File: config.mk
export PLATFORM = sky130hd
export DESIGN_NAME = stereo_mic_block_health_monitor
export DESIGN_NICKNAME = d
export VERILOG_FILES = /design/src/rtl/smbhm_pkg.sv /design/src/rtl/smbhm_div.sv /design/src/rtl/smbhm_dp.sv /design/src/rtl/smbhm_ctrl.sv /design/src/rtl/stereo_mic_block_health_monitor.sv
export SDC_FILE = /design/constraint.sdc
export NUM_CORES = 1
export LEC_CHECK = 0
export ABC_CLOCK_PERIOD_IN_PS = 14490
export BUFFER_PORTS_ARGS = -buffer_cell sky130_fd_sc_hd__clkbuf_2
export CAP_MARGIN = 20
export CORE_MARGIN = 1.5
export CORE_UTILIZATION = 46
export CTS_BUF_LIST = sky130_fd_sc_hd__clkbuf_8
export DETAILED_ROUTE_END_ITERATION = 10
export HOLD_SLACK_MARGIN = 0.06
export PLACE_DENSITY_LB_ADDON = 0.08
export REMOVE_ABC_BUFFERS = 1
export SYNTH_ARGS = -nofsm -noshare
export SYNTH_HDL_FRONTEND = slang
export SYNTH_SLANG_ARGS = --single-unit
export TNS_END_PERCENT = 20
File: constraint.sdc
create_clock -name clock -period 14.49 [get_ports clock]
set_clock_uncertainty 0.2 [all_clocks]
set_input_delay 2.898 -clock clock [delete_from_list [all_inputs] [get_ports clock]]
set_output_delay 2.898 -clock clock [all_outputs]
set_load 0.05 [all_outputs]
File: src/rtl/smbhm_pkg.sv
// Package of the stereo microphone block health monitor: field widths,
// reset constants, status codes and controller/datapath command types.
package smbhm_pkg;

   localparam int RAW_W        = 32;
   localparam int SAMPLE_W     = 24;
   localparam int SAMPLE_SHIFT = 8;
   localparam int THRESH_W     = 24;
   localparam int STATUS_W     = 3;
   localparam int COUNT_OUT_W  = 9;
   localparam int REPEAT_OUT_W = 8;

   localparam logic [THRESH_W-1:0]        THRESH_RESET = 24'd64;
   localparam logic signed [SAMPLE_W-1:0] SAMPLE_MAX_C = 24'sh7FFFFF;
   localparam logic signed [SAMPLE_W-1:0] SAMPLE_MIN_C = 24'sh800000;

   typedef enum logic [STATUS_W-1:0] {
      ST_NO_DATA  = 3'd0,
      ST_ALL_ZERO = 3'd1,
      ST_STUCK    = 3'd2,
      ST_LOW_VAR  = 3'd3,
      ST_ACTIVE   = 3'd4
   } status_type;

   typedef struct packed {
      logic capture;
      logic accum;
      logic div_start;
      logic load_out;
      logic clear;
      logic slot;
   } cmd_type;

   typedef struct packed {
      logic div_busy;
   } stat_type;

endpackage

File: src/rtl/smbhm_div.sv
// Restoring divider, one quotient bit per cycle, for the mean absolute value.
// Standalone; no package dependency.
module smbhm_div #(
   parameter int DIVIDEND_W = 33,
   parameter int DIVISOR_W  = 9
) (
   input  logic                  clock,
   input  logic                  reset,
   input  logic                  start,
   input  logic [DIVIDEND_W-1:0] dividend,
   input  logic [DIVISOR_W-1:0]  divisor,
   output logic                  busy,
   output logic [DIVIDEND_W-1:0] quotient
);

   localparam int STEP_W = $clog2(DIVIDEND_W + 1);

   logic [STEP_W-1:0]     step_ff, step_in;
   logic [DIVISOR_W:0]    rem_ff, rem_in;
   logic [DIVIDEND_W-1:0] quo_ff, quo_in;
   logic [DIVISOR_W-1:0]  dsr_ff, dsr_in;
   logic [DIVISOR_W:0]    trial;
   logic [DIVISOR_W:0]    diff;

   assign trial = {rem_ff[DIVISOR_W-1:0], quo_ff[DIVIDEND_W-1]};
   assign diff  = trial - {1'b0, dsr_ff};

   always_comb begin
      step_in = step_ff;
      rem_in  = rem_ff;
      quo_in  = quo_ff;
      dsr_in  = dsr_ff;
      if (start) begin
         step_in = STEP_W'(DIVIDEND_W);
         rem_in  = '0;
         quo_in  = dividend;
         dsr_in  = divisor;
      end else if (step_ff != '0) begin
         step_in = step_ff - 1'b1;
         if (trial >= {1'b0, dsr_ff}) begin
            rem_in = diff;
            quo_in = {quo_ff[DIVIDEND_W-2:0], 1'b1};
         end else begin
            rem_in = trial;
            quo_in = {quo_ff[DIVIDEND_W-2:0], 1'b0};
         end
      end
   end

   always_ff @(posedge clock) begin
      if (reset) begin
         step_ff <= '0;
      end else begin
         step_ff <= step_in;
      end
      rem_ff <= rem_in;
      quo_ff <= quo_in;
      dsr_ff <= dsr_in;
   end

   assign busy     = (step_ff != '0);
   assign quotient = quo_ff;

endmodule

File: src/rtl/smbhm_dp.sv
// Datapath: per-slot statistics, threshold register, divider and result register.
// Depends on smbhm_pkg and smbhm_div.
module smbhm_dp #(
   parameter int BLOCK_FRAMES = 256
) (
   input  logic                                          clock,
   input  logic                                          reset,
   input  smbhm_pkg::cmd_type                            cmd,
   output smbhm_pkg::stat_type                           stat,
   input  logic signed [smbhm_pkg::RAW_W-1:0]            req_left_raw,
   input  logic signed [smbhm_pkg::RAW_W-1:0]            req_right_raw,
   input  logic                                          req_has_frame,
   input  logic                                          csr_write,
   input  logic [smbhm_pkg::THRESH_W-1:0]                csr_data,
   output logic                                          rsp_slot,
   output logic [smbhm_pkg::STATUS_W-1:0]                rsp_status,
   output logic [smbhm_pkg::COUNT_OUT_W-1:0]             rsp_frame_count,
   output logic signed [smbhm_pkg::SAMPLE_W-1:0]         rsp_min_sample,
   output logic signed [smbhm_pkg::SAMPLE_W-1:0]         rsp_max_sample,
   output logic [smbhm_pkg::SAMPLE_W-1:0]                rsp_sample_range,
   output logic [smbhm_pkg::SAMPLE_W-1:0]                rsp_mean_abs,
   output logic [smbhm_pkg::COUNT_OUT_W-1:0]             rsp_zero_samples,
   output logic [smbhm_pkg::REPEAT_OUT_W-1:0]            rsp_repeat_samples,
   output logic                                          rsp_last_result
);

   localparam int CNT_W = $clog2(BLOCK_FRAMES + 1);
   localparam int SUM_W = smbhm_pkg::SAMPLE_W + CNT_W;
   localparam int SW    = smbhm_pkg::SAMPLE_W;

   logic signed [smbhm_pkg::RAW_W-1:0] left_raw_ff, right_raw_ff;
   logic                               has_frame_ff;
   logic [smbhm_pkg::THRESH_W-1:0]     thresh_ff, thresh_in;
   logic [CNT_W-1:0]                   frames_ff, frames_in;

   logic signed [SW-1:0] min_ff [2];
   logic signed [SW-1:0] min_in [2];
   logic signed [SW-1:0] max_ff [2];
   logic signed [SW-1:0] max_in [2];
   logic signed [SW-1:0] prior_ff [2];
   logic signed [SW-1:0] prior_in [2];
   logic                 prior_valid_ff [2];
   logic                 prior_valid_in [2];
   logic [SUM_W-1:0]     abs_ff [2];
   logic [SUM_W-1:0]     abs_in [2];
   logic [CNT_W-1:0]     zero_ff [2];
   logic [CNT_W-1:0]     zero_in [2];
   logic [CNT_W-1:0]     rep_ff [2];
   logic [CNT_W-1:0]     rep_in [2];

   logic signed [SW-1:0] sample [2];
   logic [SW-1:0]        mag [2];
   logic                 take;

   logic                 div_busy;
   logic [SUM_W-1:0]     quotient;

   logic                 rsp_slot_ff;
   smbhm_pkg::status_type rsp_status_ff, status_c;
   logic [smbhm_pkg::COUNT_OUT_W-1:0]  rsp_frame_count_ff, rsp_zero_ff;
   logic [smbhm_pkg::REPEAT_OUT_W-1:0] rsp_repeat_ff;
   logic signed [SW-1:0] rsp_min_ff, rsp_max_ff, sel_min, sel_max;
   logic [SW-1:0]        rsp_range_ff, rsp_mean_ff, range_c;
   logic [CNT_W:0]       rep_plus;
   logic                 empty;

   // capture the item's payload
   always_ff @(posedge clock) begin
      if (cmd.capture) begin
         left_raw_ff  <= req_left_raw;
         right_raw_ff <= req_right_raw;
         has_frame_ff <= req_has_frame;
      end
   end

   assign sample[0] = left_raw_ff[smbhm_pkg::RAW_W-1:smbhm_pkg::SAMPLE_SHIFT];
   assign sample[1] = right_raw_ff[smbhm_pkg::RAW_W-1:smbhm_pkg::SAMPLE_SHIFT];
   assign take      = has_frame_ff && (frames_ff < CNT_W'(BLOCK_FRAMES));

   always_comb begin
      thresh_in = csr_write ? csr_data : thresh_ff;
      frames_in = frames_ff;
      if (cmd.clear) begin
         frames_in = '0;
      end else if (cmd.accum && take) begin
         frames_in = frames_ff + 1'b1;
      end
      for (int s = 0; s < 2; s++) begin
         mag[s]            = sample[s][SW-1] ? SW'(-sample[s]) : SW'(sample[s]);
         min_in[s]         = min_ff[s];
         max_in[s]         = max_ff[s];
         prior_in[s]       = prior_ff[s];
         prior_valid_in[s] = prior_valid_ff[s];
         abs_in[s]         = abs_ff[s];
         zero_in[s]        = zero_ff[s];
         rep_in[s]         = rep_ff[s];
         if (cmd.clear) begin
            min_in[s]         = smbhm_pkg::SAMPLE_MAX_C;
            max_in[s]         = smbhm_pkg::SAMPLE_MIN_C;
            prior_in[s]       = '0;
            prior_valid_in[s] = 1'b0;
            abs_in[s]         = '0;
            zero_in[s]        = '0;
            rep_in[s]         = '0;
         end else if (cmd.accum && take) begin
            if (sample[s] < min_ff[s]) min_in[s] = sample[s];
            if (sample[s] > max_ff[s]) max_in[s] = sample[s];
            abs_in[s] = abs_ff[s] + SUM_W'(mag[s]);
            if (sample[s] == '0) zero_in[s] = zero_ff[s] + 1'b1;
            if (prior_valid_ff[s] && (sample[s] == prior_ff[s])) begin
               rep_in[s] = rep_ff[s] + 1'b1;
            end
            prior_in[s]       = sample[s];
            prior_valid_in[s] = 1'b1;
         end
      end
   end

   always_ff @(posedge clock) begin
      if (reset) begin
         thresh_ff <= smbhm_pkg::THRESH_RESET;
         frames_ff <= '0;
         for (int s = 0; s < 2; s++) begin
            min_ff[s]         <= smbhm_pkg::SAMPLE_MAX_C;
            max_ff[s]         <= smbhm_pkg::SAMPLE_MIN_C;
            prior_ff[s]       <= '0;
            prior_valid_ff[s] <= 1'b0;
            abs_ff[s]         <= '0;
            zero_ff[s]        <= '0;
            rep_ff[s]         <= '0;
         end
      end else begin
         thresh_ff <= thresh_in;
         frames_ff <= frames_in;
         for (int s = 0; s < 2; s++) begin
            min_ff[s]         <= min_in[s];
            max_ff[s]         <= max_in[s];
            prior_ff[s]       <= prior_in[s];
            prior_valid_ff[s] <= prior_valid_in[s];
            abs_ff[s]         <= abs_in[s];
            zero_ff[s]        <= zero_in[s];
            rep_ff[s]         <= rep_in[s];
         end
      end
   end

   smbhm_div #(
      .DIVIDEND_W (SUM_W),
      .DIVISOR_W  (CNT_W)
   ) u_div (
      .clock    (clock),
      .reset    (reset),
      .start    (cmd.div_start),
      .dividend (abs_ff[cmd.slot]),
      .divisor  (frames_ff),
      .busy     (div_busy),
      .quotient (quotient)
   );

   assign stat.div_busy = div_busy;

   // result fields for the selected slot
   assign empty    = (frames_ff == '0);
   assign sel_min  = min_ff[cmd.slot];
   assign sel_max  = max_ff[cmd.slot];
   assign range_c  = empty ? '0 : SW'(sel_max - sel_min);
   assign rep_plus = {1'b0, rep_ff[cmd.slot]} + 1'b1;

   always_comb begin
      priority if (empty) begin
         status_c = smbhm_pkg::ST_NO_DATA;
      end else if (zero_ff[cmd.slot] == frames_ff) begin
         status_c = smbhm_pkg::ST_ALL_ZERO;
      end else if (rep_plus >= {1'b0, frames_ff}) begin
         status_c = smbhm_pkg::ST_STUCK;
      end else if (range_c < thresh_ff) begin
         status_c = smbhm_pkg::ST_LOW_VAR;
      end else begin
         status_c = smbhm_pkg::ST_ACTIVE;
      end
   end

   always_ff @(posedge clock) begin
      if (cmd.load_out) begin
         rsp_slot_ff        <= cmd.slot;
         rsp_status_ff      <= status_c;
         rsp_frame_count_ff <= smbhm_pkg::COUNT_OUT_W'(frames_ff);
         rsp_min_ff         <= empty ? '0 : sel_min;
         rsp_max_ff         <= empty ? '0 : sel_max;
         rsp_range_ff       <= range_c;
         rsp_mean_ff        <= empty ? '0 : quotient[SW-1:0];
         rsp_zero_ff        <= smbhm_pkg::COUNT_OUT_W'(zero_ff[cmd.slot]);
         rsp_repeat_ff      <= smbhm_pkg::REPEAT_OUT_W'(rep_ff[cmd.slot]);
      end
   end

   assign rsp_slot           = rsp_slot_ff;
   assign rsp_status         = rsp_status_ff;
   assign rsp_frame_count    = rsp_frame_count_ff;
   assign rsp_min_sample     = rsp_min_ff;
   assign rsp_max_sample     = rsp_max_ff;
   assign rsp_sample_range   = rsp_range_ff;
   assign rsp_mean_abs       = rsp_mean_ff;
   assign rsp_zero_samples   = rsp_zero_ff;
   assign rsp_repeat_samples = rsp_repeat_ff;
   assign rsp_last_result    = rsp_slot_ff;

endmodule

File: src/rtl/smbhm_ctrl.sv
// Controller state machine: input handshake, per-slot report sequencing.
// Depends on smbhm_pkg.
module smbhm_ctrl (
   input  logic                clock,
   input  logic                reset,
   input  logic                req_valid,
   input  logic                req_end_of_block,
   output logic                req_stall,
   output logic                rsp_valid,
   input  logic                rsp_stall,
   output smbhm_pkg::cmd_type  cmd,
   input  smbhm_pkg::stat_type stat
);

   typedef enum logic [4:0] {
      S_IDLE  = 5'b00001,
      S_ACCUM = 5'b00010,
      S_START = 5'b00100,
      S_DIV   = 5'b01000,
      S_EMIT  = 5'b10000
   } state_type;

   state_type state_ff, state_in;
   logic      slot_ff, slot_in;
   logic      eob_ff, eob_in;
   logic      rsp_valid_ff, rsp_valid_in;

   always_comb begin
      state_in      = state_ff;
      slot_in       = slot_ff;
      eob_in        = eob_ff;
      rsp_valid_in  = rsp_valid_ff;
      cmd           = '0;
      cmd.slot      = slot_ff;
      unique case (state_ff)
         S_IDLE: begin
            if (req_valid) begin
               cmd.capture = 1'b1;
               eob_in      = req_end_of_block;
               state_in    = S_ACCUM;
            end
         end
         S_ACCUM: begin
            cmd.accum = 1'b1;
            slot_in   = 1'b0;
            state_in  = eob_ff ? S_START : S_IDLE;
         end
         S_START: begin
            cmd.div_start = 1'b1;
            state_in      = S_DIV;
         end
         S_DIV: begin
            if (!stat.div_busy) begin
               cmd.load_out = 1'b1;
               rsp_valid_in = 1'b1;
               state_in     = S_EMIT;
            end
         end
         S_EMIT: begin
            if (!rsp_stall) begin
               rsp_valid_in = 1'b0;
               if (slot_ff) begin
                  cmd.clear = 1'b1;
                  state_in  = S_IDLE;
               end else begin
                  slot_in  = 1'b1;
                  state_in = S_START;
               end
            end
         end
         default: begin
            state_in = S_IDLE;
         end
      endcase
   end

   always_ff @(posedge clock) begin
      if (reset) begin
         state_ff     <= S_IDLE;
         slot_ff      <= 1'b0;
         eob_ff       <= 1'b0;
         rsp_valid_ff <= 1'b0;
      end else begin
         state_ff     <= state_in;
         slot_ff      <= slot_in;
         eob_ff       <= eob_in;
         rsp_valid_ff <= rsp_valid_in;
      end
   end

   assign req_stall = (state_ff != S_IDLE);
   assign rsp_valid = rsp_valid_ff;

endmodule

File: src/rtl/stereo_mic_block_health_monitor.sv
// Stereo mic block health monitor top level (smbhm_pkg, smbhm_ctrl, smbhm_dp).
// A beat without end of block is captured, then updates the statistics; an
// end-of-block beat then runs, per slot, divider start, bit-serial division and
// result load, with the result held while rsp_stall is high. One beat in flight
// at a time; after end of block, req_stall is high until both results are taken.
// Synchronous reset clears statistics, threshold (to 64) and control; no sweep.
module stereo_mic_block_health_monitor #(
   parameter int BLOCK_FRAMES = 256
) (
   input  logic                                   clock,
   input  logic                                   reset,
   // input channel
   input  logic                                   req_valid,
   output logic                                   req_stall,
   input  logic signed [smbhm_pkg::RAW_W-1:0]     req_left_raw,
   input  logic signed [smbhm_pkg::RAW_W-1:0]     req_right_raw,
   input  logic                                   req_has_frame,
   input  logic                                   req_end_of_block,
   // result channel
   output logic                                   rsp_valid,
   input  logic                                   rsp_stall,
   output logic                                   rsp_slot,
   output logic [smbhm_pkg::STATUS_W-1:0]         rsp_status,
   output logic [smbhm_pkg::COUNT_OUT_W-1:0]      rsp_frame_count,
   output logic signed [smbhm_pkg::SAMPLE_W-1:0]  rsp_min_sample,
   output logic signed [smbhm_pkg::SAMPLE_W-1:0]  rsp_max_sample,
   output logic [smbhm_pkg::SAMPLE_W-1:0]         rsp_sample_range,
   output logic [smbhm_pkg::SAMPLE_W-1:0]         rsp_mean_abs,
   output logic [smbhm_pkg::COUNT_OUT_W-1:0]      rsp_zero_samples,
   output logic [smbhm_pkg::REPEAT_OUT_W-1:0]     rsp_repeat_samples,
   output logic                                   rsp_last_result,
   // variation threshold register
   input  logic                                   csr_valid,
   output logic                                   csr_ready,
   input  logic [smbhm_pkg::THRESH_W-1:0]         csr_data
);

   smbhm_pkg::cmd_type  cmd;
   smbhm_pkg::stat_type stat;
   logic                csr_write;

   // Threshold writes must land only while idle; the user is bound to this, and the block keeps csr_ready high.
   assign csr_ready = 1'b1;
   assign csr_write = csr_valid & csr_ready;

   // Sequencer: capture, update, then at end of block per slot divide, load and
   // hold the result beat until taken; clear the statistics after the right slot.
   smbhm_ctrl u_ctrl (
      .clock            (clock),
      .reset            (reset),
      .req_valid        (req_valid),
      .req_end_of_block (req_end_of_block),
      .req_stall        (req_stall),
      .rsp_valid        (rsp_valid),
      .rsp_stall        (rsp_stall),
      .cmd              (cmd),
      .stat             (stat)
   );

   // Statistics for both slots, the mean divider and the result register.
   smbhm_dp #(
      .BLOCK_FRAMES (BLOCK_FRAMES)
   ) u_dp (
      .clock              (clock),
      .reset              (reset),
      .cmd                (cmd),
      .stat               (stat),
      .req_left_raw       (req_left_raw),
      .req_right_raw      (req_right_raw),
      .req_has_frame      (req_has_frame),
      .csr_write          (csr_write),
      .csr_data           (csr_data),
      .rsp_slot           (rsp_slot),
      .rsp_status         (rsp_status),
      .rsp_frame_count    (rsp_frame_count),
      .rsp_min_sample     (rsp_min_sample),
      .rsp_max_sample     (rsp_max_sample),
      .rsp_sample_range   (rsp_sample_range),
      .rsp_mean_abs       (rsp_mean_abs),
      .rsp_zero_samples   (rsp_zero_samples),
      .rsp_repeat_samples (rsp_repeat_samples),
      .rsp_last_result    (rsp_last_result)
   );

endmodule

==> summary by stage <==
Worst setup path
The count of cells along the worst register-to-register path is 19. The critical path is of the reg -> reg type. STA puts the critical path data required time at 14.73 ns. The worst setup path is captured at a register. The reg2reg setup slack is 7.82 ns. Data arrives at the worst endpoint at 6.91 ns. The startpoint class of the critical path is a register. Of all nets on the critical path, the largest fanout is 38.

Die
The die covers 64,000 um2. The core footprint is 61,700 um2. The floorplan has 91 rows. The floorplan step set the die width to 253 um.

The die extent in y is 253 um. During I/O placement, the number of pins put on the boundary was 225. The initial utilization of the core area, before any placement, comes to 0.466.

Logic synthesis
The simple-gate share of the synthesized area is 0.168. The summed instance area of the synthesized netlist is 28,700 um2. The total number of yosys warnings is 0. Counting flops with a built-in enable in the synthesized netlist gives 217. Of the total synthesized cell area, the portion taken by XOR and XNOR cells is 0.0609. Of the total synthesized cell area, the portion taken by full adders, half adders and majority gates is 0.0972. In this run, distinct cell masters in the synthesized netlist total 77. The post-synthesis compound-gate area fraction was 0.138. Measured against the total synthesized area, the mux share comes to 0.0505. After synthesis, the largest family of logic cells by area is simple AND/OR/NAND/NOR gates.

Counting flops with an async set or reset pin after synthesis yields a share of 0. The share of synthesized area occupied by flip-flops and latches is 0.439. Each instance of the synthesized netlist takes up on average 9.18 um2. The post-synthesis register bit count is 522. The flip-flop cell with the highest count after synthesis is dfxtp_1. The post-synthesis instance total is 3,130.

Pwr
The design draws 0.00373 W. The worst-case vdd ir drop is 0.0712 mV. The total power density per cell area is 115 nW/um2. The leakage dissipation is 13.1 nW.

STA
The final clock period utilization by the worst path is 0.461. In the final timing run, aggregate negative setup slack is 0 ns. Setup repair after global routing left no endpoint under its margin. Setup violations remaining at the end of the flow were counted as 0.

The count of final max-slew check failures came to 0. Counting I/O delays and the setup requirement, the final critical path takes 6.67 ns. The transition time at the pin with the least slew margin is 1.21 ns. The maximum clock frequency is 0.150 GHz. In this run the tightest slew margin relative to its limit is 0.170.

The final count of hold timing violations was 0.

Place
The half-perimeter wire length after placement is 57,000 um. The number of I/O port buffers is 207. The final weighted congestion in routability-driven placement is 0.933.

Status
The flow ran to the end, and the final reports show no timing, DRC or antenna violations.

Route
The DRC violations left is 0. The per-cell routed wire length is 19.1 um. The first detailed-routing pass took 7 iterations.

The detailed-route vias per instance is 5.51. For this block, the routed nets add up to 80,300 um of wire. The routed layout has 23.2k vias.

In this run the remaining antenna-violating nets after routing total 0. The detailed router finished its first iteration with 1,730 violations.

Layout
Leaving out fill and tap cells, the most frequent cells in the layout are 334 x nand2_1, 304 x dfxtp_1, 248 x nor2_1. The area growth from synthesis to layout is 12.9%. The net count reported at finish is 3,610.

The share of post-route cells with drive strength above 1 is 0.126. The most common cell after layout, fill and taps aside is nand2_1.

CTS
In this run, post-CTS repair resized a total of 0 instances. The clock tree synthesis step divided the H-tree into 3 levels. The tree is rooted in a clkbuf_8. The number of buffers created by CTS is 93. In this run the post-CTS setup repair buffer count came out at 0. The clock latency at the later pin of the worst-skew pair is 0.70 ns. The maximum root-to-sink buffer count is 3. The CTS tree is done. The clock drives 522 sinks. The number of hold buffers added after cts is 0.

Clock-pin slew was measured on the worst setup and hold paths at 0.06 ns.

Worst hold path
The tightest min-delay check is of the reg -> reg type. The worst hold path was traced through 2 stages.

Global routing
In the global route stage, overall resource usage came out at 0.250. The number of antenna violations at the first check in global routing is 3. The total congestion overflow is 0. The via count of the first global-routing pass is 22.1k. Entering global routing, the biggest net connects 114 pins. The first-pass GRT wire length is 124,000 um.

Flow run
Max-cap violations in this run came to 0.
[path summary, 6_finish.rpt]
| check | from | end |
|---|---|---|
| hold / removal | u_dp.u_div.rem_ff[8] | u_dp.u_div.rem_ff[8] |
| setup / recovery | register | u_dp.rsp_status[2] |
| setup reg to reg | register | u_dp.rsp_status[2] |
| hold reg to reg | u_dp.u_div.rem_ff[8] | u_dp.u_div.rem_ff[8] |
[sequential cells by signal, indices dropped and copies added (netlist names), 24 cells and up, named ones only]
name                   flops
u_dp.abs_ff               66
u_dp.max_ff               48
u_dp.min_ff               48
u_dp.prior_ff             48
u_dp.u_div.quotient       33
u_dp.left_raw_ff          24
u_dp.right_raw_ff         24
u_dp.rsp_max_sample       24
u_dp.rsp_mean_abs         24
u_dp.rsp_min_sample       24
u_dp.rsp_sample_range     24
u_dp.thresh_ff            24
[routing by layer]
layer / routed length [um] / vias up / GRT usage
li1: - / 11400 / -
met1: 37600 / 11100 / 0.344
met2: 36900 / 564 / 0.403
met3: 3530 / 134 / 0.0365
met4: 2300 / 0 / 0.0790
met5: 0 / - / 0
[synth_stat cells (44+ instances only)]
cell | count | share of area
a21o_1 | 64 | 0.017
a21oi_1 | 245 | 0.043
and2_1 | 61 | 0.013
clkbuf_1 | 134 | 0.017
dfxtp_1 | 305 | 0.21
edfxtp_1 | 217 | 0.23
ha_1 | 217 | 0.094
inv_1 | 175 | 0.023
mux2i_1 | 126 | 0.044
nand2_1 | 335 | 0.044
nand3_1 | 111 | 0.019
nand4_1 | 54 | 0.012
nor2_1 | 248 | 0.032
nor3_1 | 64 | 0.011
o21ai_0 | 211 | 0.037
xnor2_1 | 156 | 0.048
xor2_1 | 44 | 0.013
[power by group]
group          switching (W)  internal [W]
Combinational       0.000332      0.000210
Clock               0.000644      0.000804
Sequential         0.0000803       0.00166
Total                0.00106       0.00267
[layout make-up]
type	count	area (um2)
inverters	176	661
clock buffers	101	1390
well taps	837	1050
multi-input cells	2261	14900
fillers	5775	29300
clock inverters	74	553
diodes	2	5.00
repair buffers	240	1310
flip-flops and latches	522	12600
[worst max-delay path, cell delays in order (launching register included)]
cell,delay [ns]
dfxtp_4,0.62
buf_4,0.56
mux2i_1,0.45
ha_1,0.18
nor2b_1,0.11
o21ai_0,0.12
a21oi_1,0.36
o21ai_0,0.32
o31ai_1,0.78
nor2_1,0.13
xor2_1,0.29
nor2_1,0.12
ha_1,0.34
a21o_1,0.18
a21o_1,0.17
a21oi_1,0.23
or4b_1,0.50
a221o_1,0.41
nor2b_1,0.16
nor2b_1,0.14
[metrics by stage]
step	instances	utilization	hold WS, ns	setup slack [ns]	cell area, um2
2_1_floorplan	2959	-	0.232	6.19	28100
3_3_place_gp	4034	0.494	0.244	8.03	30500
3_5_place_dp	4035	0.494	0.258	7.95	30500
4_1_cts	4210	0.526	0.266	7.94	32400
5_1_grt	4213	0.526	0.282	7.62	32400
6_report	4213	0.526	0.263	7.82	32400
[cell families after synthesis]
kind of cell | count (synthesis)
buffers and inverters | 347
AND/OR/NAND/NOR | 1018
multiplexers | 143
adder cells (fa/ha/maj) | 221
XOR/XNOR | 200
flip-flops | 522
AO/OA/AOI/OAI | 678
other | 1
Power figures use the tool's default switching activity.
